`src/hw/rtl/bct_pkg.sv`:
```
package bct_pkg;

	localparam int ENTRIES     = 64;
	localparam int STATUS_BITS = 8;
	localparam int HIT_W       = 64;
	localparam int PORT_W      = 16;
	localparam int OP_W        = 2;
	localparam int CNT_W       = $clog2(ENTRIES + 1);
	localparam int PH_W        = $clog2(ENTRIES + 1);

	// first-hit search is split into groups of cells
	localparam int GROUP   = 8;
	localparam int NGROUPS = (ENTRIES + GROUP - 1) / GROUP;

	// beat widths
	localparam int IN_W  = 304;
	localparam int OUT_W = 32;

	// input beat field offsets
	localparam int OFS_OP     = 0;
	localparam int OFS_SRC_HI = 2;
	localparam int OFS_SRC_LO = 66;
	localparam int OFS_DST_HI = 130;
	localparam int OFS_DST_LO = 194;
	localparam int OFS_SPORT  = 258;
	localparam int OFS_DPORT  = 274;
	localparam int OFS_STATUS = 290;

	localparam logic [OP_W-1:0] OP_ADD    = 2'd0;
	localparam logic [OP_W-1:0] OP_LOOKUP = 2'd1;
	localparam logic [OP_W-1:0] OP_DELETE = 2'd2;
	localparam logic [OP_W-1:0] OP_CLEAR  = 2'd3;

	localparam logic [1:0] RC_OK       = 2'd0;
	localparam logic [1:0] RC_FULL     = 2'd1;
	localparam logic [1:0] RC_NOTFOUND = 2'd2;

	typedef logic [STATUS_BITS-1:0] status_t;

	typedef struct packed {
		logic [HIT_W-1:0]  src_hi;
		logic [HIT_W-1:0]  src_lo;
		logic [HIT_W-1:0]  dst_hi;
		logic [HIT_W-1:0]  dst_lo;
		logic [PORT_W-1:0] sport;
		logic [PORT_W-1:0] dport;
		status_t           status;
	} entry_t;

	typedef struct packed {
		logic write;   // load the key into this cell
		logic cmp;     // register match flags against the key
		logic valid;   // cell lies below the entry count
		logic take_l;  // swap with left neighbor
		logic take_r;  // swap with right neighbor
	} cell_ctrl_t;

	typedef struct packed {
		logic    hit;
		logic    rev;
		status_t status;
	} grp_res_t;

endpackage

```
`src/hw/rtl/bct_group.sv`:
```
module bct_group (
	input  logic                                clk,
	input  logic                                arst_n,
	input  logic                                en,
	input  logic [bct_pkg::GROUP-1:0]           hit_fwd,
	input  logic [bct_pkg::GROUP-1:0]           hit_rev,
	input  bct_pkg::status_t [bct_pkg::GROUP-1:0] stat,
	output bct_pkg::grp_res_t                   res
);
	import bct_pkg::*;

	grp_res_t res_q;
	grp_res_t first;

	// lowest index wins: scan downward so the last assignment is the first hit
	always_comb begin
		first = '0;
		for (int k = GROUP - 1; k >= 0; k--) begin
			if (hit_fwd[k] || hit_rev[k]) begin
				first.hit    = 1'b1;
				first.rev    = hit_rev[k];
				first.status = stat[k];
			end
		end
	end

	always_ff @(posedge clk or negedge arst_n) begin
		if (!arst_n) begin
			res_q <= '0;
		end else if (en) begin
			res_q <= first;
		end
	end

	assign res = res_q;

endmodule
```
`config.mk`:
```
export PLATFORM = sky130hd
export DESIGN_NAME = bct_group
export DESIGN_NICKNAME = d
export VERILOG_FILES = /design/src/hw/rtl/bct_pkg.sv /design/src/hw/rtl/bct_group.sv
export SDC_FILE = /design/constraint.sdc
export NUM_CORES = 1
export LEC_CHECK = 0
export BUFFER_PORTS_ARGS = -buffer_cell sky130_fd_sc_hd__buf_2
export CAP_MARGIN = 30
export CORE_MARGIN = 2
export CORE_UTILIZATION = 37
export DETAILED_ROUTE_END_ITERATION = 8
export PLACE_DENSITY = 0.78
export SLEW_MARGIN = 40
export SYNTH_ARGS = -nofsm -noshare
export SYNTH_HDL_FRONTEND = slang
export SYNTH_SLANG_ARGS = --single-unit
```
`constraint.sdc`:
```
create_clock -name clk -period 0.8 [get_ports clk]
set_input_delay 0.2 -clock clk [delete_from_list [all_inputs] [get_ports clk]]
set_output_delay 0.2 -clock clk [all_outputs]
set_load 0.005 [all_outputs]
```
==> flow_metrics.tcl <==
set metrics [dict create \
    grt_max_degree 12 \
    netlist_instances 165 \
    yosys.cell_types.count 28 \
    clk_latency_ns 0.26 \
    cp-end-kind "output port" \
    die_h_um 61.9 \
    ys_seq_area_share_pct 20.1 \
    violations "negative setup slack" \
    post-route-period-util_pct 126 \
    avgRoutedWirePerCell_um 16.5 \
    finalHoldViolations 0 \
    cp.arrival_ns 0.80 \
    powerDensity_nw_per_um2 889 \
    drt-total-wl_um 5450 \
    start_kind "flop" \
    placed_area_um2 1940 \
    synth_nets 248 \
    total_power_w 0.00211 \
    firstDrtPassIters 5 \
    cts.sinks 10 \
    grt_pass1_vias 1676 \
    rsz0062_at_grt "true" \
    p_leak_nw 1.02 \
    cp_cell_sequence "buf_2" \
    dp_hpwl_um 3790 \
    slowest_delay_ns 0.40 \
    synth.top_cell.area_share_pct 20.1 \
    synth.avg_cell_area_um2 7.53 \
    drc_errors 0 \
    cts-root-buf "clkbuf_4" \
    rows 21 \
    port_buffers 92 \
    synth_top_area_cell "dfrtp_1" \
    worstSetupPathType "flop to output port" \
    grt_usage_pct 26.5 \
    antenna_cells 0 \
    grt_first_pass_wirelength_um 7580 \
    worst-slew-pin-transition_ns 0.367 \
    path_delay_family "flip-flops" \
    gp_congestion 0.829 \
    vias 1939 \
    finalCriticalPeriod_ns 1.00 \
    dieWidth_um 61.9 \
    synthToLayoutAreaGrowth_pct 90.7 \
    cp.required_ns 0.60 \
    numCtsBuffers 3 \
    cts_buffer_depth 2 \
    largest_register_ffs 10 \
    initial_core_util_pct 37.8 \
    ant_nets 0 \
    crit_buf_inv 1 \
    cap_violations 0 \
    setup_viol 19 \
    slew_viol_final 0 \
    clk_pin_slew_ns 0.06 \
    critPathMaxFanout 2 \
    finClkSkew_ns 0 \
    fin_ws_ns -0.205 \
    dp.cells 316 \
    fill_cells 252 \
    drtIter0Drc 177 \
    max-slew-margin-rel_pct 75.4 \
    drive_above_1_share_pct 61.6 \
    yosys-top-cells-area "dfrtp_1, o21ai_0, o211ai_2" \
    final_cell_area_um2 2370 \
    grt_antenna_before_repair 0 \
    fmax_ghz 0.995 \
    ys_ff_latch 10 \
    core_um2 3280 \
    cts_tree "done" \
    cp_slowest_cell "dfrtp_1" \
    overflow 0 \
    instances_no_fill 330 \
    nNetsFinal 369 \
    dieArea_um2 3840 \
    status "finished, violations left" \
    io_pins 93 \
    hp-class "input port to flop" \
    cts_max_level 1 \
    setup_tns_ns -2.58 \
    yosysWarnings 0 \
    syn_area_um2 1240 \
    vdd.ir_drop.worst_mv 0.388 \
    via_per_inst 5.88 \
]
[worst register-to-register path: stages (launching register included)]
cell and delay (ns):
dfrtp_1 0.39, buf_4 0.13, o21ai_1 0.12, o21ai_1 0.08
[layer usage]
metal  part of all wire (%)  vias to the layer above  global-route usage (%)  wire length (µm)
met5                      0                        -                       0                 0
met4                    2.7                        0                    6.08               145
met3                    7.6                       17                    2.69               415
met2                     47                      122                    43.9              2580
met1                     42                      896                    37.0              2310
li1                       -                      904                       -                 -
[metrics by stage]
stage | utilization, % | setup slack, ns | hold slack [ns]
2_1_floorplan | - | -0.352 | -0.0956
3_3_place_gp | 59.0 | -0.482 | 0.0762
3_5_place_dp | 59.0 | -0.507 | 0.0756
4_1_cts | 65.3 | -0.206 | 0.267
5_1_grt | 72.2 | -0.230 | 0.258
6_report | 72.2 | -0.205 | 0.263
[area by class of cell]
| class | instances | area (µm²) | share of cell area, % |
|---|---|---|---|
| clock buffers | 3 | 22.5 | 0.950 |
| multi-input cells | 129 | 1100 | 46.5 |
| flip-flops and latches | 10 | 250 | 10.6 |
| inverters | 12 | 47.5 | 2.01 |
| well taps | 46 | 57.6 | 2.43 |
| repair buffers | 130 | 890 | 37.5 |
[power breakdown]
group | internal [W] | switching, W
clock network | 0.000174 | 0.000172
logic | 0.000599 | 0.000571
registers | 0.000558 | 0.0000315
total | 0.00133 | 0.000774
[path summary, 6_finish.rpt]
check	from	to	slack (ns)	depth (start not counted)
worst max-delay path	res[0]$_DFFE_PN0P_	res[0]	-0.20	1
worst min-delay path	stat[23]	res[7]$_DFFE_PN0P_	0.26	3
worst max register to register	res[5]$_DFFE_PN0P_	res[5]$_DFFE_PN0P_	-0.03	3
worst min register to register	res[7]$_DFFE_PN0P_	res[7]$_DFFE_PN0P_	0.50	2
max in group asynchronous	arst_n	res[7]$_DFFE_PN0P_	0.26	2
min in group asynchronous	arst_n	res[4]$_DFFE_PN0P_	0.34	2
[synthesized netlist by cell type, drive strengths merged]
cell	n
a31oi	8
inv	12
o211ai	16
o31a	1
nand3	1
dfrtp	10
a21oi	2
nor3b	2
o221ai	9
clkbuf	9
or2	3
o22a	9
a2111oi	1
o21ai	58
buf	7
nand4	1
nor2	6
nor2b	1
o311ai	8
nor3	1
[cells by family (layout without fill, tap and decap cells)]
family                 count (synthesis)  count (layout)  synth area share, %
DFF                                   10              10                 20.1
and+or+nand+nor                       15              17                 8.76
AOI/OAI and AO/OA                    112             112                 60.8
buffers and inverters                 28             145                 10.3
[cells in the final DEF (no fill, tap or decap), drive strengths merged]
master	Yosys	routed
buf	7	129
o21ai	58	58
o211ai	16	16
inv	12	12
dfrtp	10	10
o221ai	9	9
o22a	9	9
a31oi	8	8
o311ai	8	8
nor2	6	7
or2	3	4
clkbuf	9	3
a21oi	2	2
nor3b	2	2
a2111oi	1	1
o31a	1	1
nor2b	1	1
nand3	1	1
nor3	1	1
nand4	1	1
dlygate4sd3	0	1
[what timing repair did]
item | 4_1_cts | 5_1_grt
buffers inserted | 3 | 5
hold buffers | 1 | 0
pin swaps | 24 | 19
setup endpoints to repair | 20 | 20
endpoints found under the hold margin | 10 | 0
gates resized for setup | 57 | 50
cloned | 3 | 0
No activity file was read; power rests on OpenSTA's default activity.
