--- config.mk ---
export PLATFORM = sky130hd
export DESIGN_NAME = bct_cell
export DESIGN_NICKNAME = d
export VERILOG_FILES = /design/src/hw/rtl/bct_pkg.sv /design/src/hw/rtl/bct_cell.sv
export SDC_FILE = /design/constraint.sdc
export NUM_CORES = 1
export LEC_CHECK = 0
export BUFFER_PORTS_ARGS = -buffer_cell sky130_fd_sc_hd__buf_2
export CELL_PAD_IN_SITES_DETAIL_PLACEMENT = 1
export CELL_PAD_IN_SITES_GLOBAL_PLACEMENT = 1
export CORE_AREA = 8 8 459 461
export DETAILED_ROUTE_END_ITERATION = 8
export DIE_AREA = 0 0 467 469
export PLACE_DENSITY_LB_ADDON = 0.1
export SETUP_SLACK_MARGIN = 0.15
export SLEW_MARGIN = 20
export SYNTH_ARGS = -nofsm -noshare
export SYNTH_HDL_FRONTEND = slang
export SYNTH_SLANG_ARGS = --single-unit
--- constraint.sdc ---
create_clock -name clk -period 2.2 [get_ports clk]
set_clock_uncertainty 0.1 [all_clocks]
set_input_delay 0.22 -clock clk [delete_from_list [all_inputs] [get_ports clk]]
set_output_delay 0.22 -clock clk [all_outputs]
set_load 0.05 [all_outputs]
--- src/hw/rtl/bct_pkg.sv ---
package bct_pkg;

	localparam int ENTRIES     = 64;
	localparam int STATUS_BITS = 8;
	localparam int HIT_W       = 64;
	localparam int PORT_W      = 16;
	localparam int OP_W        = 2;
	localparam int CNT_W       = $clog2(ENTRIES + 1);
	localparam int PH_W        = $clog2(ENTRIES + 1);

	// first-hit search is split into groups of cells
	localparam int GROUP   = 8;
	localparam int NGROUPS = (ENTRIES + GROUP - 1) / GROUP;

	// beat widths
	localparam int IN_W  = 304;
	localparam int OUT_W = 32;

	// input beat field offsets
	localparam int OFS_OP     = 0;
	localparam int OFS_SRC_HI = 2;
	localparam int OFS_SRC_LO = 66;
	localparam int OFS_DST_HI = 130;
	localparam int OFS_DST_LO = 194;
	localparam int OFS_SPORT  = 258;
	localparam int OFS_DPORT  = 274;
	localparam int OFS_STATUS = 290;

	localparam logic [OP_W-1:0] OP_ADD    = 2'd0;
	localparam logic [OP_W-1:0] OP_LOOKUP = 2'd1;
	localparam logic [OP_W-1:0] OP_DELETE = 2'd2;
	localparam logic [OP_W-1:0] OP_CLEAR  = 2'd3;

	localparam logic [1:0] RC_OK       = 2'd0;
	localparam logic [1:0] RC_FULL     = 2'd1;
	localparam logic [1:0] RC_NOTFOUND = 2'd2;

	typedef logic [STATUS_BITS-1:0] status_t;

	typedef struct packed {
		logic [HIT_W-1:0]  src_hi;
		logic [HIT_W-1:0]  src_lo;
		logic [HIT_W-1:0]  dst_hi;
		logic [HIT_W-1:0]  dst_lo;
		logic [PORT_W-1:0] sport;
		logic [PORT_W-1:0] dport;
		status_t           status;
	} entry_t;

	typedef struct packed {
		logic write;   // load the key into this cell
		logic cmp;     // register match flags against the key
		logic valid;   // cell lies below the entry count
		logic take_l;  // swap with left neighbor
		logic take_r;  // swap with right neighbor
	} cell_ctrl_t;

	typedef struct packed {
		logic    hit;
		logic    rev;
		status_t status;
	} grp_res_t;

endpackage

--- src/hw/rtl/bct_cell.sv ---
module bct_cell (
	input  logic                clk,
	input  logic                arst_n,
	input  bct_pkg::cell_ctrl_t ctrl,
	input  bct_pkg::entry_t     key,
	input  bct_pkg::entry_t     left_entry,
	input  logic                left_hole,
	input  bct_pkg::entry_t     right_entry,
	input  logic                right_hole,
	output bct_pkg::entry_t     entry,
	output logic                hole,
	output logic                fwd,
	output logic                rev
);
	import bct_pkg::*;

	entry_t entry_q;
	logic   hole_q;
	logic   fwd_q;
	logic   rev_q;
	logic   m_fwd;
	logic   m_rev;

	assign m_fwd = entry_q.src_hi == key.src_hi && entry_q.src_lo == key.src_lo &&
	               entry_q.dst_hi == key.dst_hi && entry_q.dst_lo == key.dst_lo &&
	               entry_q.sport == key.sport && entry_q.dport == key.dport;
	assign m_rev = entry_q.dst_hi == key.src_hi && entry_q.dst_lo == key.src_lo &&
	               entry_q.src_hi == key.dst_hi && entry_q.src_lo == key.dst_lo &&
	               entry_q.dport == key.sport && entry_q.sport == key.dport;

	always_ff @(posedge clk) begin
		if (ctrl.write) begin
			entry_q <= key;
		end else if (ctrl.take_r) begin
			entry_q <= right_entry;
		end else if (ctrl.take_l) begin
			entry_q <= left_entry;
		end
	end

	always_ff @(posedge clk or negedge arst_n) begin
		if (!arst_n) begin
			hole_q <= 1'b0;
			fwd_q  <= 1'b0;
			rev_q  <= 1'b0;
		end else if (ctrl.cmp) begin
			// forward match wins over swapped
			fwd_q  <= ctrl.valid & m_fwd;
			rev_q  <= ctrl.valid & ~m_fwd & m_rev;
			hole_q <= ctrl.valid & (m_fwd | m_rev);
		end else if (ctrl.take_r) begin
			hole_q <= right_hole;
		end else if (ctrl.take_l) begin
			hole_q <= left_hole;
		end
	end

	assign entry = entry_q;
	assign hole  = hole_q;
	assign fwd   = fwd_q;
	assign rev   = rev_q;

endmodule

==> key figures <==
Routing
  • DR DRC count: 0
  • Wire per inst: 37.4 microns
  • Via density: 3.90
  • Drt first pass iters: 5
  • Initial DRC count: 1786
  • Post-route ant nets: 0
  • Routed wire length: 285000 microns
  • Total number of vias: 29600

Logic synthesis
  • Yosys reg bits: 299
  • Synth top area share: 40.9%
  • Cell with the most instances after synthesis: nand2_1
  • Seq/Total Area, Yosys: 41.3%
  • Syn_area_per_cell: 10.0 sq um
  • Synth top cells by count: nand2_1 (303), mux2i_1 (297), o21ai_0 (297)
  • Yosys cell types: 46
  • Mapped Cells: 2173
  • Post-synth ARST share: 1.00%
  • Largest area contributor in the netlist: edfxtp_1
  • Ranking of synthesized cells by area: edfxtp_1 (41%), mux2i_1 (14%), xor2_1 (11%), xnor2_1 (9.0%), o21ai_0 (6.8%)
  • Post-synth EDFFs: 296
  • Primary FF master, synth: edfxtp_1
  • Post-synthesis cell area: 21700 sq um
  • Yosys warnings: 0
  • Post-Syn Nets: 3070

Outcome
  • Failing checks: setup timing
  • Outcome: complete, but fails checks

STA
  • Ratio of final minimum period to clock period: 126%
  • Period minus WS final: 2.78 ns
  • Peak Freq: 360 MHz
  • Actual slew at the worst max-slew pin: 1.18 ns
  • # setup viols final: 3
  • Slew margin rel.: 21.0%
  • Fin. max-slew vios: 0
  • Setup TNS: -1.69 ns
  • Hold Fails Final Rpt: 0
  • Setup ws final: -0.580 ns
  • Unrepaired setup endpoints after global routing: yes

Finish
  • Layout filler cell count: 23900
  • Finished Layout Cells: 7608
  • Synth-to-Final Area Change: 114%
  • Final nets: 5720
  • Ratio of cells with drive above 1 in the final layout: 45.2%
  • Post-Layout Inst Area: 46500 sq um

Global routing
  • Tot GR Track Use: 24.7%
  • Initial antenna violation count: 234
  • First-pass GRT wire length: 349000 microns
  • Largest net degree at the start of global routing: 84
  • Gr ovfl total: 0
  • Vias in the first global route: 31700

Hold path
  • HP Class: input port to register
  • Worst Hold Launch: left_entry[191]
  • Worst Hold End: entry[191]
  • Hold path depth: 4

Setup path
  • Worst-path maximum fanout: 2
  • CP Class: register to register
  • Critical path's largest stage delay: 0.52 ns
  • Reg2Reg Depth: 9
  • Slowest CP cell: nor4_4
  • CP cell instances: xor2_2 -> buf_8 -> nor4_4 -> nand4_1 -> nor4_1 -> buf_4 -> nand4_1 -> buf_4 -> o211ai_2
  • Reg2reg setup slack: -0.58 ns
  • WP data required: 2.71 ns
  • Worst setup SP type: register
  • CP bufs+invs: 3
  • Crit path DAT: 3.29 ns
  • Largest delay share family, worst path: simple AND/OR/NAND/NOR gates
  • Reg2Reg Launch Point: entry[273]
  • Worst R2R End: hole
  • Crit. End Element: register

Placed design
  • Placed Area: 37300 sq um
  • GPL Wtd Cong: 0.915
  • DP Wirelength: 252000 microns
  • Buffers on Ports: 1195
  • Post-Place Setup Slack: -1.12 ns
  • Placed cells: 6777

Power and ir drop
  • Power density over the cells: 671 nW/um^2
  • P_leak: 21.3 nW
  • Worst vdd ir: 0.000581 V
  • Final Total Pwr: 0.0312 W

Floorplan
  • CORE AREA: 203000 sq um
  • Die X-Extent: 467 microns
  • Die Height: 469 microns
  • I/O pin cnt: 1196
  • Starting Density: 10.7%
  • Die area: 219000 sq um
  • Cell row count: 166

CTS
  • Clock Sinks: 299
  • Worst-path clk slew: 0.06 ns
  • H-Tree Depth: 2
  • Max Root-Sink Buffers: 3
  • Clock Root Buffer: clkbuf_16
  • Clock buffer count from CTS: 52
  • CTS tree: yes
  • Clk_lat worst skew: 0.69 ns

Job
  • MaxCap Viol Count: 0
## metal layers
| metal | vias up | GRT usage, % | wire, microns |
|---|---|---|---|
| met3 | 435 | 7.11 | 21000 |
| met5 | - | 0 | 521 |
| li1 | 13300 | - | - |
| met1 | 14500 | 29.4 | 116000 |
| met2 | 1383 | 43.6 | 138000 |
| met4 | 78 | 6.27 | 8840 |
## kinds of logic (layout without fill, tap and decap cells)
| family | after synthesis | count (layout) | share of synthesized area (%) |
|---|---|---|---|
| AOI/OAI and AO/OA | 370 | 370 | 9.69 |
| muxes | 297 | 297 | 13.7 |
| other | 0 | 56 | 0 |
| and+or+nand+nor | 556 | 556 | 12.8 |
| DFF | 299 | 299 | 41.3 |
| buffers and inverters | 166 | 2857 | 2.99 |
| xor gates and xnor gates | 485 | 485 | 19.5 |
## worst register-to-register path: cells and delay by family, from the launching register on
kind | cells | cell delay (ns)
simple gates | 4 | 1.35
buf+inv | 3 | 0.51
flops | 1 | 0.44
xor+xnor | 1 | 0.19
compound gates | 1 | 0.12
## power breakdown
group | switching (W) | internal (W)
Sequential | 0.000744 | 0.00706
Clock | 0.00369 | 0.00499
Combinational | 0.00931 | 0.00542
Total | 0.0137 | 0.0175
## how the worst max path moves through the flow
| stage | start | endpoint | slack [ns] | depth (start not counted) |
|---|---|---|---|---|
| floorplan | ctrl[4] | entry[0] | -0.91 | 3 |
| global placement | key[273] | rev | -1.69 | 9 |
| detailed placement | entry[241] | rev | -1.12 | 8 |
| CTS | entry[273] | hole | -0.55 | 9 |
| global route | entry[146] | hole | -0.59 | 10 |
| finish | entry[273] | hole | -0.58 | 9 |
## sequential cells by signal (all words and copies together) (netlist names)
name / cells
entry: 296
fwd: 1
hole: 1
rev: 1
## cell type report
cell class                 instances  area (sq um)  area share [%]
timing repair buffer            2695         19500            42.0
clock inverter                    29           285           0.614
sequential                       299          8960            19.3
inverter                          67           251           0.541
antenna                           56           140           0.301
tap                             2688          3360            7.23
clock buffer                      66          1380            2.96
multi-input combinational       1708         12600            27.0
## what timing repair did
item / CTS / global route
hold buffers: 648 / 0
endpoints found under the hold margin: 296 / 0
cloned: 0 / 4
setup buffers: 15 / 16
setup endpoints to repair: 17 / 29
resized for setup: 64 / 32
pin swaps: 8 / 20
## placed cells by master (no fill, tap or decap), types with 7 or more instances in the layout
cell           count
buf_2           1181
buf_4            813
dlygate4sd3_1    645
nand2_1          303
o21ai_0          297
mux2i_1          296
edfxtp_1         296
xor2_1           256
xnor2_1          199
nand4_1           75
nor4_1            65
inv_1             61
clkbuf_16         57
diode_2           56
nand2b_1          38
buf_12            33
xnor2_2           24
nor4_2            19
o22ai_1           18
nor2b_1           18
o2111ai_1         15
clkinv_1          15
clkbuf_1          13
buf_6             11
a22o_1             8
nor4_4             7
clkinv_2           7
## stage by stage
step	utilization (%)	hold WS (ns)
after global routing	22.8	-0.00272
after CTS	22.6	0.00397
after global placement	18.3	-0.0710
final	22.9	0.0321
after floorplan	-	-0.176
after detailed placement	18.4	-0.0698
Power figures use the tool's default switching activity.
